===== config.mk =====
export PLATFORM = sky130hd
export DESIGN_NAME = jddm_queue
export DESIGN_NICKNAME = d
export VERILOG_FILES = /design/src/rtl/core/jddm_pkg.sv /design/src/rtl/core/jddm_queue.sv
export SDC_FILE = /design/constraint.sdc
export NUM_CORES = 1
export LEC_CHECK = 0
export ABC_CLOCK_PERIOD_IN_PS = 4200
export BUFFER_PORTS_ARGS = -buffer_cell sky130_fd_sc_hd__buf_2
export CAP_MARGIN = 15
export CORE_ASPECT_RATIO = 1.2
export CORE_UTILIZATION = 61
export CTS_CLUSTER_DIAMETER = 200
export DETAILED_ROUTE_END_ITERATION = 10
export PLACE_DENSITY = 0.85
export SETUP_SLACK_MARGIN = 0.2
export SYNTH_ARGS = -nofsm -noshare
export SYNTH_HDL_FRONTEND = slang
export SYNTH_SLANG_ARGS = --single-unit
export TNS_END_PERCENT = 1

===== constraint.sdc =====
create_clock -name clk -period 4.2 [get_ports clk]
set_input_delay 0.42 -clock clk [delete_from_list [all_inputs] [get_ports clk]]
set_output_delay 0.42 -clock clk [all_outputs]
set_load 0.01 [all_outputs]

===== src/rtl/core/jddm_pkg.sv =====
// ----------------------------------------------------------------------------
// jddm_pkg
// shared types and constants of the joystick differential drive mixer
// ----------------------------------------------------------------------------
package jddm_pkg;

    localparam int DIV_W      = 16;
    localparam int DIV_STAGES = DIV_W;
    localparam int OUT_W      = 21;
    localparam int GMAG_W     = DIV_W + 13;
    localparam int QDEPTH     = 4;
    localparam int QPTR_W     = $clog2(QDEPTH);

    localparam logic [7:0] FORCED_CENTRE = 8'h80;
    localparam logic [7:0] SPIN_CAP      = 8'd50;
    localparam logic [GMAG_W-1:0] OUT_POS_MAX = GMAG_W'(1048575);
    localparam logic [GMAG_W-1:0] OUT_NEG_MAX = GMAG_W'(1048576);

    typedef enum logic [2:0] {
        REG_ZERO_POINT   = 3'd0,
        REG_DEAD_BAND    = 3'd1,
        REG_TURN_DIVISOR = 3'd2,
        REG_SPIN_DIVISOR = 3'd3,
        REG_MIN_SCALAR   = 3'd4,
        REG_MAX_SCALAR   = 3'd5,
        REG_SPEED_GAIN   = 3'd6
    } reg_index_t;

    typedef struct packed {
        logic [7:0]  zero_point;
        logic [6:0]  dead_band;
        logic [7:0]  turn_divisor;
        logic [7:0]  spin_divisor;
        logic [7:0]  min_scalar;
        logic [7:0]  max_scalar;
        logic [12:0] speed_gain;
    } cfg_t;

    typedef struct packed {
        logic       x_right;
        logic       x_left;
        logic       y_out;
        logic       y_neg;
        logic [7:0] x_mag;
        logic [7:0] y_mag;
        logic [7:0] f_mag;
        logic       f_neg;
        logic [7:0] knob;
    } entry_t;

endpackage


===== src/rtl/core/jddm_queue.sv =====
// ----------------------------------------------------------------------------
// jddm_queue
// short item queue between the front and the back part
// ----------------------------------------------------------------------------
module jddm_queue
    import jddm_pkg::*;
(
    input  logic   clk,
    input  logic   rst_n,
    input  logic   push,
    input  entry_t push_data,
    input  logic   pop,
    output entry_t head,
    output logic   full,
    output logic   empty
);

    entry_t              mem [QDEPTH];
    logic [QPTR_W-1:0]   wr_ptr_reg, rd_ptr_reg;
    logic [QPTR_W:0]     count_reg;

    assign full  = count_reg == (QPTR_W+1)'(QDEPTH);
    assign empty = count_reg == '0;
    assign head  = mem[rd_ptr_reg];

    always_ff @(posedge clk)
    begin
        if (push)
        begin
            mem[wr_ptr_reg] <= push_data;
        end
    end

    always_ff @(posedge clk or negedge rst_n)
    begin
        if (!rst_n)
        begin
            wr_ptr_reg <= '0;
            rd_ptr_reg <= '0;
            count_reg  <= '0;
        end
        else
        begin
            if (push)
            begin
                wr_ptr_reg <= wr_ptr_reg + 1'b1;
            end
            if (pop)
            begin
                rd_ptr_reg <= rd_ptr_reg + 1'b1;
            end
            if (push && !pop)
            begin
                count_reg <= count_reg + 1'b1;
            end
            else if (pop && !push)
            begin
                count_reg <= count_reg - 1'b1;
            end
        end
    end

endmodule


==> impl_results.md, run 1 <==
- Outcome: finished, final reports clean
- Remaining DRCs: 0
- Slew at the pin with the worst max-slew slack: 0.994 ns
- Layout cells sized above 1: 46.7%
- Nets: 366
- Post_cts resized: 0
- Clk sink count: 155
- Crit path DAT: 2.52 ns
- Req. time, crit path: 3.78 ns
- Clock Pin Slew Worst Setup and Hold Paths: 0.06 ns
- Clock Skews: 0.00615 ns
- Die span in y: 108 um
- Simple-gate share of the synthesized area: 0.852%
- CP Cell Sequence: buf_4 > mux4_2 > buf_2
- Post-Syn Area: 5720 sq um
- Hold bufs inserted after CTS: 1
- Number of post-CTS setup repair buffers: 0
- Post-place instance area: 6230 sq um
- MaxCap Viol Count: 0
- Core ar.: 9080 sq um
- Synth Area in XOR/XNOR: 0.918%
- Synthesized net count: 274
- Pre-Repair DR Iteration Count: 4
- Post-DP HPWL: 5440 um
- Setup TNS: 0 ns
- Crit path kind: reg2out
- Tcrit/Tclk final: 69.9%
- Final instance area: 6880 sq um
- Detailed Route WL: 10400 um
- Synthesized flop and latch total: 155
- Worst vdd ir: 0.486 mV
- GR Overflow Total: 0
- Synth Area in Adders: 1.44%
- Final Setup Violations: 0
- First-pass GRT wire length: 15500 um
- Die area: 9780 sq um
- Leak pwr: 0.00241 uW
- Largest family of logic cells by synthesized area: multiplexers
- Critical path's largest stage delay: 0.74 ns
- Vias in the first global route: 2760
- Area delta synth->final: 20.2%
- CP Max Fanout: 22
- Final antenna-violating net count: 0
- I/O Buffers: 79
- Clock Path Buffers: 2
- Num CTS Buffers: 17
- Initial antenna violation count: 2
- H-tree depth: 4
- Complex-gate fraction of the synthesized area: 0.0874%
- CTS tree: yes
- Sequential-to-total area share from yosys stat: 80.7%
- CP endpoint kind: output pin
- Max_slew headroom: 33.7%
- Wirelength per Cell: 22.9 um
- Final worst path period need: 2.94 ns
- Commonest non-fill, non-tap cell in the layout: edfxtp_1
- Filler cells: 474
- Vias: 2611
- I/O Pins: 80
- Vias per cell: 5.75
- Later-pin clock latency in the skew report: 0.53 ns
- Max reg flops: 148
- Peak Freq: 0.341 GHz
- Initial cell density of the core: 63.0%
- Clock Tree Root: clkbuf_8
- Synth warn: 0
- Global-route usage over all layers: 23.2%
- Crit start category: register
- Avg Cell Area, Syn: 25.2 sq um
- Unrepaired setup endpoints after global routing: no
- GPL Wtd Cong: 0.659
- Synth Instances: 227
- Slew Viols, Final: 0
- Row Count: 38
- Hold Crit Class: in2reg
- Power Density: 732 nW/um^2
- Pin count of the biggest net entering global routing: 39
- Post-synthesis mux area share: 14.8%
- Hold_ws: 0.108 ns
- CP max stage cell: dfrtp_2
- DIE WIDTH: 90.4 um
- Netlist cell types: 19
- Drt initial violations: 154
- Most frequent cells in the layout: edfxtp_1 (148), buf_2 (79), mux4_2 (37)
- Fin. Hold Viols: 0
[final timing paths]
check	cells after the start	from	slack, ns	end
max in group asynchronous	2	rst_n	3.73	rd_ptr_reg[1]
min in group asynchronous	2	rst_n	0.28	count_reg[0]
worst min register to register	1	count_reg[2]	0.49	count_reg[2]
worst max-delay path	3	rd_ptr_reg[0]	1.26	head[29]
worst min-delay path	1	push_data[34]	0.11	mem[0][34]
worst max register to register	3	wr_ptr_reg[0]	2.33	mem[2][5]
[layer usage]
| metal | GRT usage, % | vias up | share of wire (%) | routed length, um |
|---|---|---|---|---|
| met5 | 0 | - | 0 | 0 |
| met4 | 11.3 | 0 | 2.2 | 227 |
| met3 | 7.88 | 18 | 5.0 | 523 |
| met2 | 38.1 | 84 | 54 | 5660 |
| met1 | 27.9 | 1368 | 38 | 3980 |
| li1 | - | 1141 | - | - |
[cells in the mapped netlist (all sizes together)]
| cell type | count | share of area, % |
|---|---|---|
| clkbuf | 1 | 0.066 |
| inv | 4 | 0.26 |
| nor3b | 1 | 0.13 |
| mux4 | 37 | 15 |
| nor3 | 1 | 0.087 |
| and2 | 4 | 0.44 |
| ha | 5 | 1.1 |
| buf | 7 | 0.92 |
| dfrtp | 7 | 3.1 |
| edfxtp | 148 | 78 |
| mux2 | 1 | 0.20 |
| fa | 1 | 0.35 |
| xor2 | 4 | 0.61 |
| nor2 | 1 | 0.066 |
| o21ai | 1 | 0.087 |
| xnor2 | 2 | 0.31 |
| nand2 | 2 | 0.13 |
[kinds of logic after synthesis]
kind of cell	Yosys count
adder cells (fa/ha/maj)	6
XOR/XNOR	6
buffers and inverters	12
AND/OR/NAND/NOR	9
multiplexers	38
flip-flops	155
AO/OA/AOI/OAI	1
[worst max-delay path, delay by kind of cell (launching register included)]
family | cells | cell delay [ns]
muxes | 1 | 0.58
buffers and inverters | 2 | 0.66
DFF | 1 | 0.74
[cell type report]
cell class              instances  area (sq um)  share of cell area [%]
diodes                          2          5.00                  0.0728
clock buffers                  22           473                    6.88
clock inverters                10           163                    2.36
inverters                       4          15.0                   0.218
multi-input cells              60          1040                    15.1
flip-flops and latches        155          4620                    67.2
well taps                     120           150                    2.18
repair buffers                 81           413                    6.00
[power by group]
part | switching (uW) | internal, uW
clock network | 581 | 1030
registers | 221 | 2040
logic | 576 | 597
[stage by stage]
step | cells | utilization, % | worst slack [ns] | total power, uW
floorplan | 227 | - | 2.29 | 3030
finish | 454 | 75.8 | 1.26 | 5040
CTS | 452 | 75.7 | 1.15 | 5090
detailed placement | 419 | 68.6 | 1.76 | 3460
global route | 452 | 75.7 | 1.05 | 5230
global placement | 419 | 68.6 | 1.74 | 3420
Power figures use the tool's default switching activity.
==> run 2, diff against run 1 <==
--- a/config.mk
+++ b/config.mk
@@ -5,14 +5,15 @@
 export SDC_FILE = /design/constraint.sdc
 export NUM_CORES = 1
 export LEC_CHECK = 0
-export ABC_CLOCK_PERIOD_IN_PS = 4200
+export ABC_AREA = 1
+export ABC_CLOCK_PERIOD_IN_PS = 2800
 export BUFFER_PORTS_ARGS = -buffer_cell sky130_fd_sc_hd__buf_2
 export CAP_MARGIN = 15
 export CORE_ASPECT_RATIO = 1.2
-export CORE_UTILIZATION = 61
+export CORE_UTILIZATION = 57
 export CTS_CLUSTER_DIAMETER = 200
 export DETAILED_ROUTE_END_ITERATION = 10
-export PLACE_DENSITY = 0.85
+export PLACE_DENSITY = 0.8
 export SETUP_SLACK_MARGIN = 0.2
 export SYNTH_ARGS = -nofsm -noshare
 export SYNTH_HDL_FRONTEND = slang
==> constraint.sdc (replaced) <==
create_clock -name clk -period 2.8 [get_ports clk]
set_input_delay 0.28 -clock clk [delete_from_list [all_inputs] [get_ports clk]]
set_output_delay 0.28 -clock clk [all_outputs]
set_load 0.01 [all_outputs]
==> impl_results.md, run 2 <==
- Vias: 3817 (was 2611)
- Clock Tree Root: clkbuf_16 (was clkbuf_8)
- Drt initial violations: 222 (was 154)
- Remaining DRCs: 3 (was 0)
- DIE WIDTH: 98.5 um (was 90.4 um)
- R2R Path Start: wr_ptr_reg[0] (unchanged)
- Avg Cell Area, Syn: 13.3 sq um (was 25.2 sq um)
- Crit path kind: reg2out (unchanged)
- Final Setup Violations: 0 (unchanged)
- Unrepaired setup endpoints after global routing: no (unchanged)
- Tcrit/Tclk final: 85.2%
- Cell with the most instances after synthesis: edfxtp_1 (unchanged)
- Crit path DAT: 2.10 ns (was 2.52 ns)
- Max_slew headroom: 38.2% (was 33.7%)
- Asr flop ratio synth: 4.52% (unchanged)
- Yosys top cell area share: 69.8% (was 77.6%)
- Power Density: 1090 nW/um^2 (was 732 nW/um^2)
- Clock Pin Slew Worst Setup and Hold Paths: 0.06 ns (about the same)
- Initial antenna violation count: 1 (was 2)
- Clock Skews: 0.00489 ns (was 0.00615 ns)
- I/O Buffers: 79 (unchanged)
- Setup TNS: 0 ns (unchanged)
- Vias in the first global route: 3761 (was 2760)
- Final worst path period need: 2.38 ns
- Peak Freq: 0.419 GHz
- Logic gate share of total power: 30.9% (was 23.3%)
- Die area: 11600 sq um (was 9780 sq um)
- Sequential-to-total area share from yosys stat: 72.5% (was 80.7%)
- Pre-Repair DR Iteration Count: 7 (was 4)
- Reg2reg path depth: 5 (was 3)
- Post-place instance area: 6830 sq um (was 6230 sq um)
- Fin. Hold Viols: 0 (unchanged)
- Worst hold stages: 1 (unchanged)
- Primary FF master, synth: edfxtp_1 (unchanged)
- Row Count: 41 (was 38)
- Wirelength per Cell: 16.4 um (was 22.9 um)
- Area leader, netlist: edfxtp_1 (unchanged)
- Net Switching: 2670 uW (was 1380 uW)
- Post-synth EDFFs: 148 (unchanged)
- I/O Pins: 80 (unchanged)
- Register-to-register setup slack: 1.12 ns (was 2.33 ns)
- Slew Viols, Final: 0 (unchanged)
- Worst vdd ir: 0.689 mV (was 0.486 mV)
- Hold Crit Class: in2reg (unchanged)
- Clock Path Buffers: 2 (unchanged)
- Leak pwr: 0.00307 uW (was 0.00241 uW)
- Req. time, crit path: 2.52 ns (was 3.78 ns)
- Final instance area: 7430 sq um (was 6880 sq um)
- Failing checks: DRC
- Cell Int Power: 5410 uW (was 3660 uW)
- Area delta synth->final: 16.7% (was 20.2%)
- H-tree depth: 4 (unchanged)
- First-pass GRT wire length: 18500 um (was 15500 um)
- Crit start category: register (unchanged)
- Clock power frac: 28.2% (was 31.9%)
- Post_cts resized: 0 (unchanged)
- Synth cell count leaders: edfxtp_1 (148), nand2_1 (124), inv_1 (86), o211ai_1 (62) (was edfxtp_1 (148), mux4_2 (37), dfrtp_1 (7), ha_1 (5))
- CP endpoint kind: output pin (unchanged)
- Netlist cell types: 18 (was 19)
- CTS tree: yes (unchanged)
- Post-DP HPWL: 6730 um (was 5440 um)
- Detailed Route WL: 11500 um (was 10400 um)
- Most frequent cells in the layout: edfxtp_1 (148), nand2_1 (124), inv_1 (81) (was edfxtp_1 (148), buf_2 (79), mux4_2 (37))
- Post-Syn Area: 6370 sq um (was 5720 sq um)
- Num CTS Buffers: 17 (unchanged)
- Max reg flops: 148 (unchanged)
- Nets: 607 (was 366)
- Later-pin clock latency in the skew report: 0.42 ns (was 0.53 ns)
- Outcome: finished with violations (was finished, final reports clean)
- Slew at the pin with the worst max-slew slack: 0.925 ns (was 0.994 ns)
- CP Max Fanout: 38 (was 22)
- GPL Wtd Cong: 0.767 (was 0.659)
- Global-route usage over all layers: 21.8% (was 23.2%)
- Synthesized net count: 527 (was 274)
- Clk sink count: 155 (unchanged)
- GR Overflow Total: 0 (unchanged)
- Hold Path End: mem[2][13] (was mem[0][34])
- Core ar.: 10700 sq um (was 9080 sq um)
- Hold Startpoint: push_data[13] (was push_data[34])
- Synth warn: 0 (unchanged)
- Switching Share: 33.0% (was 27.3%)
- R2r endpoint: mem[2][5] (unchanged)
- MaxCap Viol Count: 0 (unchanged)
- Pin count of the biggest net entering global routing: 69 (was 39)
- Vias per cell: 5.44 (was 5.75)
- Filler cells: 720 (was 474)
- Commonest non-fill, non-tap cell in the layout: edfxtp_1 (unchanged)
- Die span in y: 118 um (was 108 um)
- Synth Instances: 480 (was 227)
- Largest cells by area after synthesis: edfxtp_1 (70%), nand2_1 (7.3%), o211ai_1 (7.3%), inv_1 (5.1%), dfrtp_1 (2.7%) (was edfxtp_1 (78%), mux4_2 (15%), dfrtp_1 (3.1%), ha_1 (1.1%), xor2_1 (0.61%))
- Layout cells sized above 1: 22.6% (was 46.7%)
- Seq pwr share: 40.9% (was 44.8%)
- Final antenna-violating net count: 0 (unchanged)
- Synthesized flop and latch total: 155 (unchanged)
- Initial cell density of the core: 59.7% (was 63.0%)
-- run 2: changes by cell type after synthesis, sizes merged --
| cell | change |
|---|---|
| inv | +82 |
| buf | +18 |
| and2 | -4 |
| mux2 | -1 |
| nor3 | +1 |
| nor3b | -1 |
| nor2 | -1 |
| xor2 | -1 |
| o211ai | +74 |
| nand3 | +1 |
| mux4 | -37 |
| xnor2 | -1 |
| nand2 | +122 |
| nand4 | +1 |
-- run 2: worst max-delay path: stages, from the launching register on --
cell and delay, ns:
dfrtp_1 0.39, inv_2 0.68, o211ai_1 0.29, nand2_1 0.18, buf_2 0.15
-- run 2: how the worst max path moves through the flow --
stage | start | endpoint | slack [ns] | depth (start not counted)
final | rd_ptr_reg[1] | head[21] | 0.42 | 4
after global routing | rd_ptr_reg[1] | head[21] | 0.31 | 4
after CTS | rd_ptr_reg[1] | head[21] | 0.39 | 4
after detailed placement | rd_ptr_reg[0] | head[7] | 0.92 | 5
after global placement | rd_ptr_reg[0] | head[27] | 0.99 | 5
after floorplan | wr_ptr_reg[0] | mem[2][0] | 1.01 | 4
-- run 2: metal layers --
metal / share of wire (%) / vias up / track usage (%)
met1: 40 / 1860 / 26.2
met4: 2.0 / 0 / 10.2
li1: - / 1811 / -
met3: 6.0 / 23 / 6.47
met2: 52 / 123 / 36.0
met5: 0 / - / 0
-- run 2: stage by stage --
stage	hold slack (ns)	total power (uW)	setup WS (ns)	utilization [%]	instances
after CTS	0.0559	8140	0.390	69.6	701
after global placement	0.126	5730	0.994	64.0	669
after detailed placement	0.134	5850	0.915	64.0	669
final	0.0731	8080	0.416	69.6	702
after floorplan	-0.0156	5070	1.01	-	480
after global routing	0.0552	8510	0.307	69.6	702
-- run 2: cell type report --
| cell class | count | area (sq um) | area share [%] |
|---|---|---|---|
| multi-input cells | 213 | 1220 | 16.5 |
| repair buffers | 87 | 508 | 6.84 |
| inverters | 86 | 323 | 4.34 |
| well taps | 129 | 161 | 2.17 |
| diodes | 1 | 2.50 | 0.0337 |
| flip-flops and latches | 155 | 4620 | 62.2 |
| clock inverters | 11 | 151 | 2.04 |
| clock buffers | 20 | 437 | 5.88 |
-- run 2: power by group through the flow --
| stage | Clock (uW) | Sequential (uW) | Combinational (uW) |
|---|---|---|---|
| floorplan | 0 | 3200 | 1870 |
| global placement | 0 | 3320 | 2420 |
| detailed placement | 0 | 3350 | 2500 |
| CTS | 2300 | 3310 | 2530 |
| global route | 2390 | 3350 | 2770 |
| finish | 2280 | 3310 | 2500 |
-- run 2: cells by family after synthesis --
group                      after synthesis  share of synthesized area [%]
DFF                                    155                           72.5
xor gates and xnor gates                 4                          0.550
and+or+nand+nor                        128                           7.64
buffers and inverters                  112                           8.25
adders and majority gates                6                           1.30
AOI/OAI and AO/OA                       75                           9.74
-- run 2: what timing repair did --
action / 4_1_cts / 5_1_grt
endpoints found under the hold margin: 7 / 0
setup buffers: 0 / 0
hold buffers: 1 / 0
