[config.mk]
export PLATFORM = sky130hd
export DESIGN_NAME = jddm_front
export DESIGN_NICKNAME = d
export VERILOG_FILES = /design/src/rtl/core/jddm_pkg.sv /design/src/rtl/core/jddm_front.sv
export SDC_FILE = /design/constraint.sdc
export NUM_CORES = 1
export LEC_CHECK = 0
export BUFFER_PORTS_ARGS = -buffer_cell sky130_fd_sc_hd__buf_4
export CORE_ASPECT_RATIO = 0.8
export CORE_MARGIN = 3
export CORE_UTILIZATION = 45
export CTS_BUF_LIST = sky130_fd_sc_hd__clkbuf_4 sky130_fd_sc_hd__clkbuf_8
export CTS_CLUSTER_DIAMETER = 150
export DETAILED_ROUTE_END_ITERATION = 16
export PLACE_DENSITY = 0.68
export SLEW_MARGIN = 20
export SYNTH_ARGS = -nofsm -noshare
export SYNTH_HDL_FRONTEND = slang
export SYNTH_SLANG_ARGS = --single-unit
[constraint.sdc]
create_clock -name clk -period 5.1 [get_ports clk]
set_input_delay 0.51 -clock clk [delete_from_list [all_inputs] [get_ports clk]]
set_output_delay 0.51 -clock clk [all_outputs]
set_load 0.05 [all_outputs]
[src/rtl/core/jddm_pkg.sv]
// ----------------------------------------------------------------------------
// jddm_pkg
// shared types and constants of the joystick differential drive mixer
// ----------------------------------------------------------------------------
package jddm_pkg;

    localparam int DIV_W      = 16;
    localparam int DIV_STAGES = DIV_W;
    localparam int OUT_W      = 21;
    localparam int GMAG_W     = DIV_W + 13;
    localparam int QDEPTH     = 4;
    localparam int QPTR_W     = $clog2(QDEPTH);

    localparam logic [7:0] FORCED_CENTRE = 8'h80;
    localparam logic [7:0] SPIN_CAP      = 8'd50;
    localparam logic [GMAG_W-1:0] OUT_POS_MAX = GMAG_W'(1048575);
    localparam logic [GMAG_W-1:0] OUT_NEG_MAX = GMAG_W'(1048576);

    typedef enum logic [2:0] {
        REG_ZERO_POINT   = 3'd0,
        REG_DEAD_BAND    = 3'd1,
        REG_TURN_DIVISOR = 3'd2,
        REG_SPIN_DIVISOR = 3'd3,
        REG_MIN_SCALAR   = 3'd4,
        REG_MAX_SCALAR   = 3'd5,
        REG_SPEED_GAIN   = 3'd6
    } reg_index_t;

    typedef struct packed {
        logic [7:0]  zero_point;
        logic [6:0]  dead_band;
        logic [7:0]  turn_divisor;
        logic [7:0]  spin_divisor;
        logic [7:0]  min_scalar;
        logic [7:0]  max_scalar;
        logic [12:0] speed_gain;
    } cfg_t;

    typedef struct packed {
        logic       x_right;
        logic       x_left;
        logic       y_out;
        logic       y_neg;
        logic [7:0] x_mag;
        logic [7:0] y_mag;
        logic [7:0] f_mag;
        logic       f_neg;
        logic [7:0] knob;
    } entry_t;

endpackage

[src/rtl/core/jddm_front.sv]
// ----------------------------------------------------------------------------
// jddm_front
// configuration registers and classification of joystick items
// ----------------------------------------------------------------------------
module jddm_front
    import jddm_pkg::*;
(
    input  logic        clk,
    input  logic        rst_n,
    input  logic        cfg_valid,
    output logic        cfg_ready,
    input  logic [2:0]  cfg_index,
    input  logic [12:0] cfg_data,
    input  logic [7:0]  forward_back_axis,
    input  logic [7:0]  turn_axis,
    input  logic [7:0]  flipper_axis,
    input  logic [7:0]  speed_knob,
    input  logic        parking,
    input  logic        emergency_stop,
    input  logic        flipper_hold,
    output cfg_t        cfg,
    output entry_t      entry
);

    cfg_t cfg_reg;

    logic [7:0] x, y, z, k_lo;
    logic [8:0] hi;
    logic       x_above, x_below, y_above, y_below, z_above, z_below;

    assign cfg_ready = 1'b1;
    assign cfg       = cfg_reg;

    always_ff @(posedge clk or negedge rst_n)
    begin
        if (!rst_n)
        begin
            cfg_reg.zero_point   <= 8'd128;
            cfg_reg.dead_band    <= 7'd10;
            cfg_reg.turn_divisor <= 8'd2;
            cfg_reg.spin_divisor <= 8'd1;
            cfg_reg.min_scalar   <= 8'd50;
            cfg_reg.max_scalar   <= 8'd255;
            cfg_reg.speed_gain   <= 13'd1;
        end
        else if (cfg_valid)
        begin
            case (reg_index_t'(cfg_index))
                REG_ZERO_POINT:   cfg_reg.zero_point   <= cfg_data[7:0];
                REG_DEAD_BAND:    cfg_reg.dead_band    <= cfg_data[6:0];
                REG_TURN_DIVISOR: cfg_reg.turn_divisor <= cfg_data[7:0];
                REG_SPIN_DIVISOR: cfg_reg.spin_divisor <= cfg_data[7:0];
                REG_MIN_SCALAR:   cfg_reg.min_scalar   <= cfg_data[7:0];
                REG_MAX_SCALAR:   cfg_reg.max_scalar   <= cfg_data[7:0];
                REG_SPEED_GAIN:   cfg_reg.speed_gain   <= cfg_data;
                default:          ;
            endcase
        end
    end

    always_comb
    begin
        x = (parking || emergency_stop) ? FORCED_CENTRE : turn_axis;
        y = (parking || emergency_stop) ? FORCED_CENTRE : forward_back_axis;
        z = flipper_hold ? FORCED_CENTRE : flipper_axis;

        hi      = {1'b0, cfg_reg.zero_point} + {2'b0, cfg_reg.dead_band};
        x_above = {1'b0, x} > hi;
        y_above = {1'b0, y} > hi;
        z_above = {1'b0, z} > hi;
        x_below = ({1'b0, x} + {2'b0, cfg_reg.dead_band}) < {1'b0, cfg_reg.zero_point};
        y_below = ({1'b0, y} + {2'b0, cfg_reg.dead_band}) < {1'b0, cfg_reg.zero_point};
        z_below = ({1'b0, z} + {2'b0, cfg_reg.dead_band}) < {1'b0, cfg_reg.zero_point};

        entry.x_right = x_above;
        entry.x_left  = x_below;
        entry.x_mag   = x_above ? (x - cfg_reg.zero_point)
                      : x_below ? (cfg_reg.zero_point - x) : 8'd0;
        entry.y_out   = y_above || y_below;
        entry.y_neg   = y_below;
        entry.y_mag   = y_below ? (cfg_reg.zero_point - y) : (y - cfg_reg.zero_point);
        entry.f_neg   = z_below;
        entry.f_mag   = z_above ? (z - cfg_reg.zero_point)
                      : z_below ? (cfg_reg.zero_point - z) : 8'd0;

        k_lo       = (speed_knob < cfg_reg.min_scalar) ? cfg_reg.min_scalar : speed_knob;
        entry.knob = (k_lo > cfg_reg.max_scalar) ? cfg_reg.max_scalar : k_lo;
    end

endmodule

==> results of run 1 <==
==> through the flow <==
step	util	hold WS, ps	instances	total power, mW
finish	0.577	239	1154	4.87
floorplan	-	214	779	3.35
CTS	0.571	252	1152	4.82
global placement	0.556	488	1135	4.29
detailed placement	0.556	496	1135	4.32
global route	0.577	282	1154	5.21
==> power groups by stage <==
stage / Combinational (mW) / Sequential [mW] / Clock [mW]
6_report: 3.69 / 0.710 / 0.476
4_1_cts: 3.62 / 0.709 / 0.484
2_1_floorplan: 2.28 / 1.07 / 0
3_3_place_gp: 3.57 / 0.711 / 0
5_1_grt: 3.98 / 0.726 / 0.503
3_5_place_dp: 3.60 / 0.715 / 0
==> repair_timing <==
action                     4_1_cts  5_1_grt
pin swaps                        1        2
buffers inserted                 1        2
gates cloned                     0        0
setup endpoints to repair        1       20
gates resized for setup          0       12
==> synthesized netlist by cell type (4+ instances only) <==
master	n
nor3_1	5
xnor2_1	30
nand2_1	44
nor2b_1	17
o21a_1	6
a31oi_1	4
nand4_1	6
inv_1	72
o211ai_1	6
a211oi_1	4
a311oi_1	5
o21bai_1	5
buf_4	6
mux2_2	59
a21o_1	35
and2_1	7
a221oi_1	8
clkbuf_1	13
and3_1	4
dfrtp_1	43
nor3b_1	5
mux2i_1	9
maj3_1	6
fa_1	8
ha_1	118
o21ai_0	49
a21oi_1	60
nand3_1	13
nor2_1	36
xor2_1	7
dfstp_2	17
nand2b_1	16
==> cells by family after synthesis <==
logic type                 count (synthesis)
AOI/OAI and AO/OA                        212
buffers and inverters                     99
muxes                                     68
adders and majority gates                133
DFF                                       60
xor gates and xnor gates                  38
and+or+nand+nor                          168
other                                      1
==> routing by layer <==
metal | vias to the layer above | share of wire | track usage
met5 | - | 0 | 0
met4 | 0 | 0.014 | 0.0427
met3 | 22 | 0.079 | 0.0541
met2 | 195 | 0.45 | 0.362
met1 | 2966 | 0.46 | 0.315
li1 | 3106 | - | -
==> layout make-up <==
class,instances,area [um2],area share
Tap cell,210,263,0.0301
Clock inverter,4,72.6,0.00832
Multi-Input combinational cell,620,5110,0.586
Timing Repair Buffer,174,1320,0.151
Clock buffer,12,153,0.0175
Inverter,74,278,0.0318
Sequential cell,60,1530,0.175
==> path summary, 6_finish.rpt <==
path,from,slack [ps],to,cells after the start
min in group clk,cfg_data[11],410,cfg[11]$_DFFE_PN0P_,2
setup / recovery,cfg[45]$_DFFE_PN0P_,330,entry[28],18
hold / removal,rst_n,240,cfg[11]$_DFFE_PN0P_,1
hold reg to reg,cfg[1]$_DFFE_PN0P_,510,cfg[1]$_DFFE_PN0P_,1
setup reg to reg,cfg[53]$_DFFE_PN0P_,3680,cfg[53]$_DFFE_PN0P_,3
max in group asynchronous,rst_n,4340,cfg[53]$_DFFE_PN0P_,1
==> layout by cell type, fill, tap and decap left out, types with 17 or more instances in the layout <==
master / instances
a21o_1: 35
a21oi_1: 54
buf_4: 173
dfrtp_1: 42
ha_1: 118
inv_1: 72
mux2_2: 59
nand2_1: 44
nor2_1: 36
nor2b_1: 17
o21ai_0: 48
xnor2_1: 29
==> worst max-delay path: stages (launching register included) <==
cell,delay (ps)
dfrtp_1,390
buf_4,180
ha_1,250
maj3_1,360
a22o_1,230
maj3_1,370
a21oi_1,160
o21ai_0,140
xnor2_1,140
ha_1,210
nor3_1,150
o21ai_0,120
a41oi_2,190
nor2_1,80
o41ai_2,190
buf_4,230
nor3b_1,190
o22a_1,160
buf_4,190
==> impl_metrics.prom, run 1 <==
# TYPE chip_impl_metric gauge
chip_impl_metric{name="dr.pass1.iters",unit=""} 5
chip_impl_info{name="timing_worst_setup_path_type",value="reg -> out"} 1
chip_impl_metric{name="synth_edf_count",unit=""} 0
chip_impl_metric{name="synthDominantCellAreaShare",unit=""} 0.212
chip_impl_info{name="netlist_top_cells_area",value="ha_1 21%, dfrtp_1 15%, mux2_2 9.5%, dfstp_2 6.4%, a21oi_1 4.3%"} 1
chip_impl_metric{name="largest_register_ff_count",unit=""} 60
chip_impl_metric{name="ys_seq_area_frac",unit=""} 0.218
chip_impl_metric{name="post_synth_xor_area_fraction",unit=""} 0.0497
chip_impl_metric{name="detail_route.iter0.violations",unit=""} 318
chip_impl_metric{name="power_per_cell_area",unit="mW/mm2"} 559
chip_impl_metric{name="relative_area_change_from_synthesis_to_final_layout",unit="%"} 25.0
chip_impl_metric{name="postSynthRegisterBits",unit=""} 60
chip_impl_info{name="min_path_type",value="in -> async"} 1
chip_impl_metric{name="cts-buffers-inserted",unit=""} 9
chip_impl_metric{name="power.sequential.fraction",unit=""} 0.146
chip_impl_metric{name="floorplan.rows",unit=""} 40
chip_impl_info{name="tritoncts_clock_tree",value="built"} 1
chip_impl_metric{name="power.share.combinational",unit=""} 0.757
chip_impl_info{name="grt_setup_unrepaired",value="false"} 1
chip_impl_metric{name="first_global_vias",unit=""} 6142
chip_impl_metric{name="grt_util_all_layers",unit=""} 0.226
chip_impl_metric{name="io_buffers",unit=""} 150
chip_impl_metric{name="pre_cts_setup_slack",unit="ps"} 197
chip_impl_metric{name="area_fraction_in_and_or_nand_and_nor_cells_after_synthesis",unit=""} 0.126
chip_impl_info{name="synth_top_family_by_area",value="adder cells"} 1
chip_impl_metric{name="internal-power",unit="mW"} 2.23
chip_impl_metric{name="sw_ratio",unit=""} 0.542
chip_impl_metric{name="timing_hold_violations_final",unit=""} 0
chip_impl_metric{name="placed_instance_area",unit="mm2"} 0.00840
chip_impl_metric{name="net_switching_component_of_the_power",unit="mW"} 2.64
chip_impl_metric{name="period_minus_slack",unit="ps"} 4770
chip_impl_metric{name="syn_nets",unit=""} 959
chip_impl_metric{name="ys_warn_count",unit=""} 0
chip_impl_metric{name="floorplan.die.width",unit="um"} 145
chip_impl_info{name="synth_top_area_cell",value="ha_1"} 1
chip_impl_metric{name="antenna_found_initial",unit=""} 0
chip_impl_metric{name="grt_max_degree",unit=""} 61
chip_impl_metric{name="timing.critical_path.required",unit="ps"} 4590
chip_impl_metric{name="floorplan.initialDensity",unit=""} 0.462
chip_impl_metric{name="clock_path_buffers",unit=""} 2
chip_impl_metric{name="clkSlewWorstSetupHoldPaths",unit="ps"} 70
chip_impl_metric{name="power.clock.fraction",unit=""} 0.098
chip_impl_metric{name="final_nets",unit=""} 1119
chip_impl_metric{name="place_hpwl",unit="um"} 15600
chip_impl_metric{name="max_capacitance_violation_total",unit=""} 0
chip_impl_metric{name="fp.dieArea",unit="mm2"} 0.0170
chip_impl_metric{name="drv_slew",unit=""} 0
chip_impl_metric{name="fmaxAchievable",unit="GHz"} 0.210
chip_impl_metric{name="synth_compound_area_frac",unit=""} 0.195
chip_impl_metric{name="post_drt_via_cell_ratio",unit=""} 5.45
chip_impl_metric{name="post_synth_num_cell_types",unit=""} 69
chip_impl_metric{name="netlist_instances",unit=""} 779
chip_impl_metric{name="diodes",unit=""} 0
chip_impl_metric{name="die-height",unit="um"} 117
chip_impl_info{name="cts_root_buffer",value="clkbuf_8"} 1
chip_impl_metric{name="drive_gt1_frac",unit=""} 0.310
chip_impl_metric{name="finalWorstSetupSlack",unit="ps"} 327
chip_impl_metric{name="muxShareOfSynthArea",unit=""} 0.108
chip_impl_metric{name="final_min_period_over_clock_period",unit=""} 0.936
chip_impl_metric{name="antenna_violating_nets_post_route",unit=""} 0
chip_impl_metric{name="mappedNetlistArea",unit="mm2"} 0.00698
chip_impl_info{name="run_status",value="completed"} 1
chip_impl_metric{name="peakVddDrop",unit="uV"} 301
chip_impl_info{name="synth-main-ff-cell",value="dfrtp_1"} 1
chip_impl_metric{name="insertion_delay",unit="ps"} 330
chip_impl_metric{name="slew_headroom",unit=""} 0.517
chip_impl_metric{name="grt_first_pass_wirelength",unit="um"} 32000
chip_impl_metric{name="globalRouteOverflowTotal",unit=""} 0
chip_impl_metric{name="timing.critical_path.fanout_max",unit=""} 14
chip_impl_metric{name="routabilityCongestion",unit=""} 0.922
chip_impl_metric{name="route.detailed.wl_per_inst",unit="um"} 17.3
chip_impl_info{name="timing.critical_path.to_type",value="output pin"} 1
chip_impl_metric{name="drc",unit=""} 0
chip_impl_metric{name="drt-total-wl",unit="um"} 19900
chip_impl_metric{name="finalSetupTns",unit="ps"} 0
chip_impl_metric{name="synth_adder_area_share",unit=""} 0.245
chip_impl_metric{name="skew",unit="ps"} 0
chip_impl_metric{name="num_vias",unit=""} 6289
chip_impl_metric{name="design.core.area",unit="mm2"} 0.0151
chip_impl_metric{name="worst_pin_slew",unit="ps"} 724
chip_impl_metric{name="clock-sinks",unit=""} 60
chip_impl_info{name="crit_path_start_kind",value="register"} 1
chip_impl_metric{name="crit_arrival",unit="ps"} 4260
chip_impl_metric{name="post_cts_hold_buffer_count",unit=""} 0
chip_impl_metric{name="fillCellCount",unit=""} 1416
chip_impl_metric{name="ys_async_sr_fraction",unit=""} 1.00
chip_impl_metric{name="finish.instance_area",unit="mm2"} 0.00872
chip_impl_metric{name="report.final.setup_viol",unit=""} 0
chip_impl_metric{name="power.leakage",unit="nW"} 4.35
chip_impl_metric{name="top_level_ports",unit=""} 152
chip_impl_metric{name="cts-htree-levels",unit=""} 3
chip_impl_metric{name="synth.avg_cell_area",unit="um2"} 8.95
(Power assumes the default switching activity.)
==> inputs of run 2 (changes only) <==
Settings changed: ABC_AREA from default to 1.
==> run 2 against run 1 <==
  * Maximum frequency is 8.1% higher
  * Global-route usage is 1.5 points higher
  * Register-to-register slack better by 410 ps
  * Combinational power is 16% lower
  * Synthesized cell count is 32% higher
  * Total power is 12% lower
  * Sequential cell count stayed put
  * Utilization is 1.1 points lower
  * Worst hold slack worse by 4.7 ps
  * Count of clock-buffer cells in the layout is 1 lower
  * Critical path type unchanged
  * Highest routed layer unchanged
==> impl_metrics.prom, run 2 <==
# TYPE chip_impl_metric gauge
chip_impl_info{name="run_status",value="completed"} 1
chip_impl_metric{name="drive_gt1_frac",unit=""} 0.176
chip_impl_metric{name="post_cts_hold_buffer_count",unit=""} 0
chip_impl_metric{name="drc",unit=""} 0
chip_impl_metric{name="skew",unit="ps"} 0
chip_impl_metric{name="drv_slew",unit=""} 0
chip_impl_metric{name="routabilityCongestion",unit=""} 0.938
chip_impl_metric{name="clock_path_buffers",unit=""} 2
chip_impl_metric{name="grt_max_degree",unit=""} 61
chip_impl_metric{name="timing.critical_path.required",unit="ps"} 4590
chip_impl_info{name="netlist_top_cells_area",value="ha_1 21%, nand2_1 16%, dfrtp_1 15%, inv_1 7.8%, o21ai_0 6.4%"} 1
chip_impl_metric{name="worst_pin_slew",unit="ps"} 871
chip_impl_metric{name="finalPower",unit="mW"} 4.27
chip_impl_metric{name="fp.dieArea",unit="mm2"} 0.0174
chip_impl_metric{name="ctsResizeCount",unit=""} 0
chip_impl_metric{name="mappedNetlistArea",unit="mm2"} 0.00713
chip_impl_info{name="synth-main-ff-cell",value="dfrtp_1"} 1
chip_impl_info{name="cp_slowest_cell",value="o21ai_1"} 1
chip_impl_info{name="synth_top_area_cell",value="ha_1"} 1
chip_impl_metric{name="design.core.area",unit="mm2"} 0.0153
chip_impl_info{name="timing_worst_setup_path_type",value="reg -> out"} 1
chip_impl_metric{name="post_synth_xor_area_fraction",unit=""} 0.0663
chip_impl_metric{name="netlist_instances",unit=""} 1032
chip_impl_metric{name="antenna_violating_nets_post_route",unit=""} 0
chip_impl_metric{name="timing_hold_violations_final",unit=""} 0
chip_impl_metric{name="period_minus_slack",unit="ps"} 4420
chip_impl_metric{name="antenna_found_initial",unit=""} 0
chip_impl_metric{name="muxShareOfSynthArea",unit=""} 0.00789
chip_impl_metric{name="synth_edf_count",unit=""} 0
chip_impl_info{name="most-common-layout-cells",value="296 x nand2_1, 153 x buf_4, 148 x inv_1, 118 x ha_1, 91 x o21ai_0"} 1
chip_impl_info{name="post-synth-top-count-cell",value="nand2_1"} 1
chip_impl_metric{name="largest_register_ff_count",unit=""} 60
chip_impl_metric{name="fillCellCount",unit=""} 1508
chip_impl_info{name="grt_setup_unrepaired",value="false"} 1
chip_impl_metric{name="clkSlewWorstSetupHoldPaths",unit="ps"} 70
chip_impl_info{name="most_common_cell_after_layout_fill_and_taps_aside",value="nand2_1"} 1
chip_impl_info{name="cts_root_buffer",value="clkbuf_8"} 1
chip_impl_metric{name="grtUsageMet2",unit=""} 0.372
chip_impl_metric{name="top_level_ports",unit=""} 152
chip_impl_metric{name="max_capacitance_violation_total",unit=""} 0
chip_impl_metric{name="slew_headroom",unit=""} 0.415
chip_impl_metric{name="whs",unit="ps"} 235
chip_impl_metric{name="placed_cells_incl_taps",unit=""} 1369
chip_impl_metric{name="finalWorstSetupSlack",unit="ps"} 683
chip_impl_metric{name="synth.avg_cell_area",unit="um2"} 6.91
chip_impl_metric{name="detail_route.iter0.violations",unit=""} 483
chip_impl_info{name="min_path_type",value="in -> async"} 1
chip_impl_metric{name="syn_nets",unit=""} 1212
chip_impl_metric{name="grt_util_all_layers",unit=""} 0.241
chip_impl_metric{name="io_buffers",unit=""} 150
chip_impl_info{name="busiest_layer",value="met2"} 1
chip_impl_metric{name="slowest_delay",unit="ps"} 690
chip_impl_metric{name="crit_arrival",unit="ps"} 3910
chip_impl_info{name="cp_cell_sequence",value="inv_1 -> ha_1 -> o21ai_0 -> nand2_1 -> nand3_1 -> nand2_1 -> nand4_1 -> nand2_1 -> o21ai_0 -> ha_1 -> nand2_1 -> nor2_1 -> nand3_1 -> o21ai_1 -> nand2_1 -> o21ai_0 -> buf_4"} 1
chip_impl_metric{name="diodes",unit=""} 0
chip_impl_info{name="crit_path_start_kind",value="register"} 1
chip_impl_metric{name="final-instance-count-excl-fill",unit=""} 1385
chip_impl_metric{name="cts-buffers-inserted",unit=""} 9
chip_impl_metric{name="pre_cts_setup_slack",unit="ps"} 829
chip_impl_metric{name="area_fraction_in_and_or_nand_and_nor_cells_after_synthesis",unit=""} 0.238
chip_impl_metric{name="placed_instance_area",unit="mm2"} 0.00842
chip_impl_metric{name="synth_compound_area_frac",unit=""} 0.146
chip_impl_metric{name="relative_area_change_from_synthesis_to_final_layout",unit="%"} 21.1
chip_impl_metric{name="report.final.setup_viol",unit=""} 0
chip_impl_metric{name="timing.critical_path.fanout_max",unit=""} 16
chip_impl_metric{name="route.detailed.wl_per_inst",unit="um"} 15.3
chip_impl_info{name="tritoncts_clock_tree",value="built"} 1
chip_impl_metric{name="place_hpwl",unit="um"} 16800
chip_impl_metric{name="ys_async_sr_fraction",unit=""} 1.00
chip_impl_metric{name="drt-total-wl",unit="um"} 21100
chip_impl_metric{name="cts.repair_timing.setup_buffer_count",unit=""} 0
chip_impl_metric{name="post_synth_num_cell_types",unit=""} 39
chip_impl_metric{name="ys_warn_count",unit=""} 0
chip_impl_metric{name="power_per_cell_area",unit="mW/mm2"} 495
chip_impl_metric{name="synth_adder_area_share",unit=""} 0.229
chip_impl_metric{name="floorplan.die.width",unit="um"} 147
chip_impl_metric{name="post_drt_via_cell_ratio",unit=""} 5.05
chip_impl_metric{name="finalSetupTns",unit="ps"} 0
chip_impl_metric{name="cts-htree-levels",unit=""} 3
chip_impl_metric{name="power.leakage",unit="nW"} 4.88
chip_impl_metric{name="met1_usage",unit=""} 0.356
chip_impl_metric{name="synthDominantCellAreaShare",unit=""} 0.207
chip_impl_metric{name="peakVddDrop",unit="uV"} 326
chip_impl_metric{name="fmaxAchievable",unit="GHz"} 0.226
chip_impl_metric{name="floorplan.rows",unit=""} 40
chip_impl_metric{name="floorplan.initialDensity",unit=""} 0.467
chip_impl_metric{name="first_global_vias",unit=""} 6646
chip_impl_metric{name="finish.instance_area",unit="mm2"} 0.00864
chip_impl_metric{name="ys_seq_area_frac",unit=""} 0.213
chip_impl_metric{name="clock-sinks",unit=""} 60
chip_impl_info{name="synth_top_family_by_area",value="simple AND/OR/NAND/NOR gates"} 1
chip_impl_info{name="timing.critical_path.to_type",value="output pin"} 1
chip_impl_metric{name="die-height",unit="um"} 119
chip_impl_info{name="critical-path-top-cell-by-count",value="nand2_1"} 1
chip_impl_metric{name="postSynthRegisterBits",unit=""} 60
chip_impl_metric{name="insertion_delay",unit="ps"} 340
chip_impl_metric{name="timing.reg2reg.worst_path_depth",unit=""} 3
chip_impl_metric{name="utilization",unit=""} 0.566
chip_impl_metric{name="grt_first_pass_wirelength",unit="um"} 34500
chip_impl_metric{name="num_vias",unit=""} 6997
chip_impl_metric{name="final_min_period_over_clock_period",unit=""} 0.866
chip_impl_metric{name="dr.pass1.iters",unit=""} 5
chip_impl_info{name="synth_commonest_cells",value="296 x nand2_1, 148 x inv_1, 118 x ha_1"} 1
chip_impl_metric{name="globalRouteOverflowTotal",unit=""} 0
chip_impl_metric{name="grt_util_met3",unit=""} 0.0525
chip_impl_metric{name="final_nets",unit=""} 1350
==> run 2: changes by cell type after synthesis, moves of 35 or more <==
cell | before | now
xor2_1 | 7 | 42
nand2_1 | 44 | 296
nand3_1 | 13 | 50
inv_1 | 72 | 148
o21ai_0 | 49 | 91
mux2_2 | 59 | 5
==> run 2: routing by layer <==
metal | up-vias | wire length (um) | part of all wire
met5 | - | 0 | 0
met4 | 0 | 165 | 0.0078
met3 | 15 | 1500 | 0.071
met2 | 213 | 9090 | 0.43
met1 | 3146 | 10400 | 0.49
li1 | 3623 | - | -
==> run 2: area by class of cell <==
cell class | count | area (um2) | area share
sequential | 60 | 1520 | 0.176
clock buffer | 11 | 139 | 0.0161
inverter | 153 | 574 | 0.0665
timing repair buffer | 153 | 1150 | 0.133
tap | 210 | 263 | 0.0304
clock inverter | 5 | 77.6 | 0.00898
multi-input combinational | 793 | 4910 | 0.569
==> run 2: critical path, delay by kind of cell, from the launching register on <==
kind                       cells  cell delay (ps)
AOI/OAI and AO/OA              4             1080
adders and majority gates      2              580
and+or+nand+nor                9             1020
DFF                            1              580
buffers and inverters          2              320
==> run 2: where the power goes <==
| group | switching (mW) | internal (mW) |
|---|---|---|
| clock | 0.181 | 0.284 |
| combinational | 2.13 | 0.967 |
| sequential | 0.125 | 0.586 |
| total | 2.44 | 1.84 |
==> run 2: worst paths after layout <==
path	startpoint	end	slack, ps
hold / removal	rst_n	cfg[10]$_DFFE_PN0P_	230
max in group asynchronous	rst_n	cfg[45]$_DFFE_PN0P_	4380
setup reg to reg	cfg[53]$_DFFE_PN0P_	cfg[53]$_DFFE_PN0P_	4090
hold reg to reg	cfg[0]$_DFFE_PN1P_	cfg[0]$_DFFE_PN1P_	490
min in group clk	cfg_data[11]	cfg[11]$_DFFE_PN0P_	400
setup / recovery	cfg[22]$_DFFE_PN1P_	entry[1]	680
==> run 2: kinds of logic (layout without fill, tap and decap cells) <==
kind of cell / Yosys count / count (layout)
other: 1 / 1
muxes: 5 / 5
xor gates and xnor gates: 54 / 54
DFF: 60 / 60
buffers and inverters: 179 / 322
AOI/OAI and AO/OA: 193 / 193
adders and majority gates: 126 / 126
and+or+nand+nor: 414 / 414
==> inputs of run 3 (changes only) <==
Settings changed: CORE_ASPECT_RATIO 0.8 to 0.75.
==> run 3 against run 2 <==
  * Sequential power is 0.7% lower
  * First-iteration DRC count is 22% higher
  * Non-clock buffer count unchanged
  * Routed wire length increased by 0.72%
  * Maximum frequency is 2.2% lower
  * Sequential cell count is the same
  * Critical path depth up 2
  * Via count rose by 1.6%
  * Worst hold slack lost 22 ps
  * Critical path type unchanged
==> impl_metrics.prom, run 3 (same netlist as run 2, synthesis figures left out) <==
# TYPE chip_impl_metric gauge
chip_impl_metric{name="cts-htree-levels",unit=""} 3
chip_impl_metric{name="peakVddDrop",unit="uV"} 291
chip_impl_metric{name="floorplan.initialDensity",unit=""} 0.464
chip_impl_metric{name="design.core.area",unit="mm2"} 0.0154
chip_impl_metric{name="num_vias",unit=""} 7108
chip_impl_info{name="cp_slowest_cell",value="dfrtp_1"} 1
chip_impl_metric{name="fmaxAchievable",unit="GHz"} 0.221
chip_impl_info{name="run_status",value="completed"} 1
chip_impl_metric{name="floorplan.die.width",unit="um"} 151
chip_impl_metric{name="clock_path_buffers",unit=""} 2
chip_impl_info{name="cp_cell_sequence",value="ha_1 -> fa_1 -> nand3_1 -> nand2_1 -> nand2_1 -> nand2_1 -> a21oi_1 -> xor2_1 -> ha_1 -> a21oi_1 -> o21bai_1 -> nor2_1 -> nand2_1 -> nand2_1 -> nand2_1 -> nand2_2 -> inv_2 -> o21ai_1 -> buf_4"} 1
chip_impl_metric{name="first_global_vias",unit=""} 6198
chip_impl_metric{name="final_min_period_over_clock_period",unit=""} 0.886
chip_impl_metric{name="floorplan.rows",unit=""} 39
chip_impl_metric{name="slew_headroom",unit=""} 0.419
chip_impl_metric{name="critical_path_depth",unit=""} 19
chip_impl_info{name="timing.critical_path.to_type",value="output pin"} 1
chip_impl_metric{name="final_nets",unit=""} 1350
chip_impl_metric{name="grt_first_pass_wirelength",unit="um"} 32900
chip_impl_metric{name="area.sequential",unit="mm2"} 0.00152
chip_impl_info{name="min_path_type",value="in -> async"} 1
chip_impl_metric{name="die-height",unit="um"} 115
chip_impl_metric{name="route.detailed.wl_per_inst",unit="um"} 15.4
chip_impl_metric{name="cts-buffers-inserted",unit=""} 9
chip_impl_metric{name="dr.pass1.iters",unit=""} 5
chip_impl_metric{name="finalSetupTns",unit="ps"} 0
chip_impl_info{name="most_common_cell_after_layout_fill_and_taps_aside",value="nand2_1"} 1
chip_impl_info{name="critical-path-top-cell-by-count",value="nand2_1"} 1
chip_impl_metric{name="drv_slew",unit=""} 0
chip_impl_info{name="cts_root_buffer",value="clkbuf_8"} 1
chip_impl_metric{name="finish.instance_area",unit="mm2"} 0.00862
chip_impl_metric{name="detail_route.iter0.violations",unit=""} 591
chip_impl_metric{name="drc",unit=""} 0
chip_impl_metric{name="io_buffers",unit=""} 150
chip_impl_metric{name="globalRouteOverflowTotal",unit=""} 0
chip_impl_metric{name="post_drt_via_cell_ratio",unit=""} 5.15
chip_impl_info{name="crit_path_start_kind",value="register"} 1
chip_impl_metric{name="fillCellCount",unit=""} 1537
chip_impl_metric{name="timing_hold_violations_final",unit=""} 0
chip_impl_metric{name="timing.critical_path.required",unit="ps"} 4590
chip_impl_metric{name="slowest_delay",unit="ps"} 520
chip_impl_metric{name="max_capacitance_violation_total",unit=""} 0
chip_impl_metric{name="pre_cts_setup_slack",unit="ps"} 913
chip_impl_metric{name="clock-sinks",unit=""} 60
chip_impl_metric{name="routabilityCongestion",unit=""} 0.949
chip_impl_metric{name="drive_gt1_frac",unit=""} 0.176
chip_impl_info{name="timing_worst_setup_path_type",value="reg -> out"} 1
chip_impl_info{name="grt_setup_unrepaired",value="false"} 1
chip_impl_metric{name="worst_case_register_to_register_setup_slack",unit="ps"} 4100
chip_impl_metric{name="report.final.setup_viol",unit=""} 0
chip_impl_metric{name="top_level_ports",unit=""} 152
chip_impl_metric{name="power.leakage",unit="nW"} 4.88
chip_impl_metric{name="antenna_found_initial",unit=""} 0
chip_impl_metric{name="cts.repair_timing.setup_buffer_count",unit=""} 0
chip_impl_metric{name="largest_register_ff_count",unit=""} 60
chip_impl_info{name="critPathTopFamily",value="adder cells"} 1
chip_impl_metric{name="period_minus_slack",unit="ps"} 4520
chip_impl_metric{name="clkSlewWorstSetupHoldPaths",unit="ps"} 70
chip_impl_info{name="most-common-layout-cells",value="296 x nand2_1, 153 x buf_4, 148 x inv_1, 118 x ha_1, 91 x o21ai_0"} 1
chip_impl_metric{name="ctsResizeCount",unit=""} 0
chip_impl_metric{name="diodes",unit=""} 0
chip_impl_metric{name="timing.critical_path.fanout_max",unit=""} 9
chip_impl_info{name="timing.rr.start",value="cfg[53]$_DFFE_PN0P_"} 1
chip_impl_metric{name="finalWorstSetupSlack",unit="ps"} 583
chip_impl_metric{name="cp.buffers_inverters",unit=""} 2
chip_impl_metric{name="insertion_delay",unit="ps"} 330
chip_impl_metric{name="relative_area_change_from_synthesis_to_final_layout",unit="%"} 20.9
chip_impl_metric{name="grt_util_all_layers",unit=""} 0.240
chip_impl_metric{name="fp.dieArea",unit="mm2"} 0.0174
chip_impl_metric{name="place_hpwl",unit="um"} 17100
chip_impl_metric{name="drt-total-wl",unit="um"} 21300
chip_impl_metric{name="crit_arrival",unit="ps"} 4010
chip_impl_metric{name="skew",unit="ps"} 0
chip_impl_metric{name="antenna_violating_nets_post_route",unit=""} 0
chip_impl_metric{name="utilization",unit=""} 0.561
chip_impl_metric{name="grt_max_degree",unit=""} 61
chip_impl_metric{name="placed_instance_area",unit="mm2"} 0.00841
chip_impl_info{name="reg2reg_to",value="cfg[53]$_DFFE_PN0P_"} 1
chip_impl_metric{name="worst_pin_slew",unit="ps"} 866
chip_impl_info{name="tritoncts_clock_tree",value="built"} 1
chip_impl_metric{name="power_per_cell_area",unit="mW/mm2"} 493
chip_impl_metric{name="whs",unit="ps"} 212
chip_impl_metric{name="post_cts_hold_buffer_count",unit=""} 0
chip_impl_metric{name="timing.reg2reg.worst_path_depth",unit=""} 3
chip_impl_metric{name="multiInputGateArea",unit="mm2"} 0.00491
==> run 3: cell types whose count changed in the layout (fill, tap and decap cells not counted) <==
cell	delta
clkinv_4	+1
clkbuf_4	-1
clkinvlp_4	-1
bufinv_16	-1
clkbuf_8	+2
==> run 3: worst reg2reg max path: stages, from the launching register on <==
cell and delay (ps):
dfrtp_1 480, buf_4 230, nand2_1 70, o21ai_0 80
==> run 3: per-layer routing <==
layer | GRT usage | share of wire | up-vias
met5 | 0 | 0 | -
met4 | 0.0278 | 0.0052 | 0
met3 | 0.0457 | 0.080 | 12
met2 | 0.364 | 0.43 | 248
met1 | 0.367 | 0.48 | 3220
li1 | - | - | 3628
==> run 3: area by class of cell <==
class / count / area share
Clock buffer: 12 / 0.0184
Clock inverter: 4 / 0.00566
Inverter: 153 / 0.0666
Multi-Input combinational cell: 793 / 0.570
Sequential cell: 60 / 0.177
Tap cell: 205 / 0.0297
Timing Repair Buffer: 153 / 0.133
==> run 3: power breakdown <==
| group | switching, mW | internal (mW) | total (mW) |
|---|---|---|---|
| clock network | 0.188 | 0.257 | 0.445 |
| registers | 0.120 | 0.586 | 0.706 |
| logic | 2.13 | 0.969 | 3.10 |
==> run 3: worst max-delay path by stage <==
stage | startpoint | to | slack, ps
floorplan | cfg[22]$_DFFE_PN1P_ | entry[1] | 760
global placement | emergency_stop | entry[26] | 950
detailed placement | emergency_stop | entry[34] | 910
CTS | cfg[45]$_DFFE_PN0P_ | entry[31] | 640
global route | cfg[22]$_DFFE_PN1P_ | entry[7] | 220
finish | cfg[45]$_DFFE_PN0P_ | entry[31] | 580
==> run 3: stage by stage <==
step           cells  total power [mW]
2_1_floorplan   1032              2.95
3_3_place_gp    1364              3.79
3_5_place_dp    1364              3.80
4_1_cts         1380              4.26
5_1_grt         1380              4.59
6_report        1380              4.25
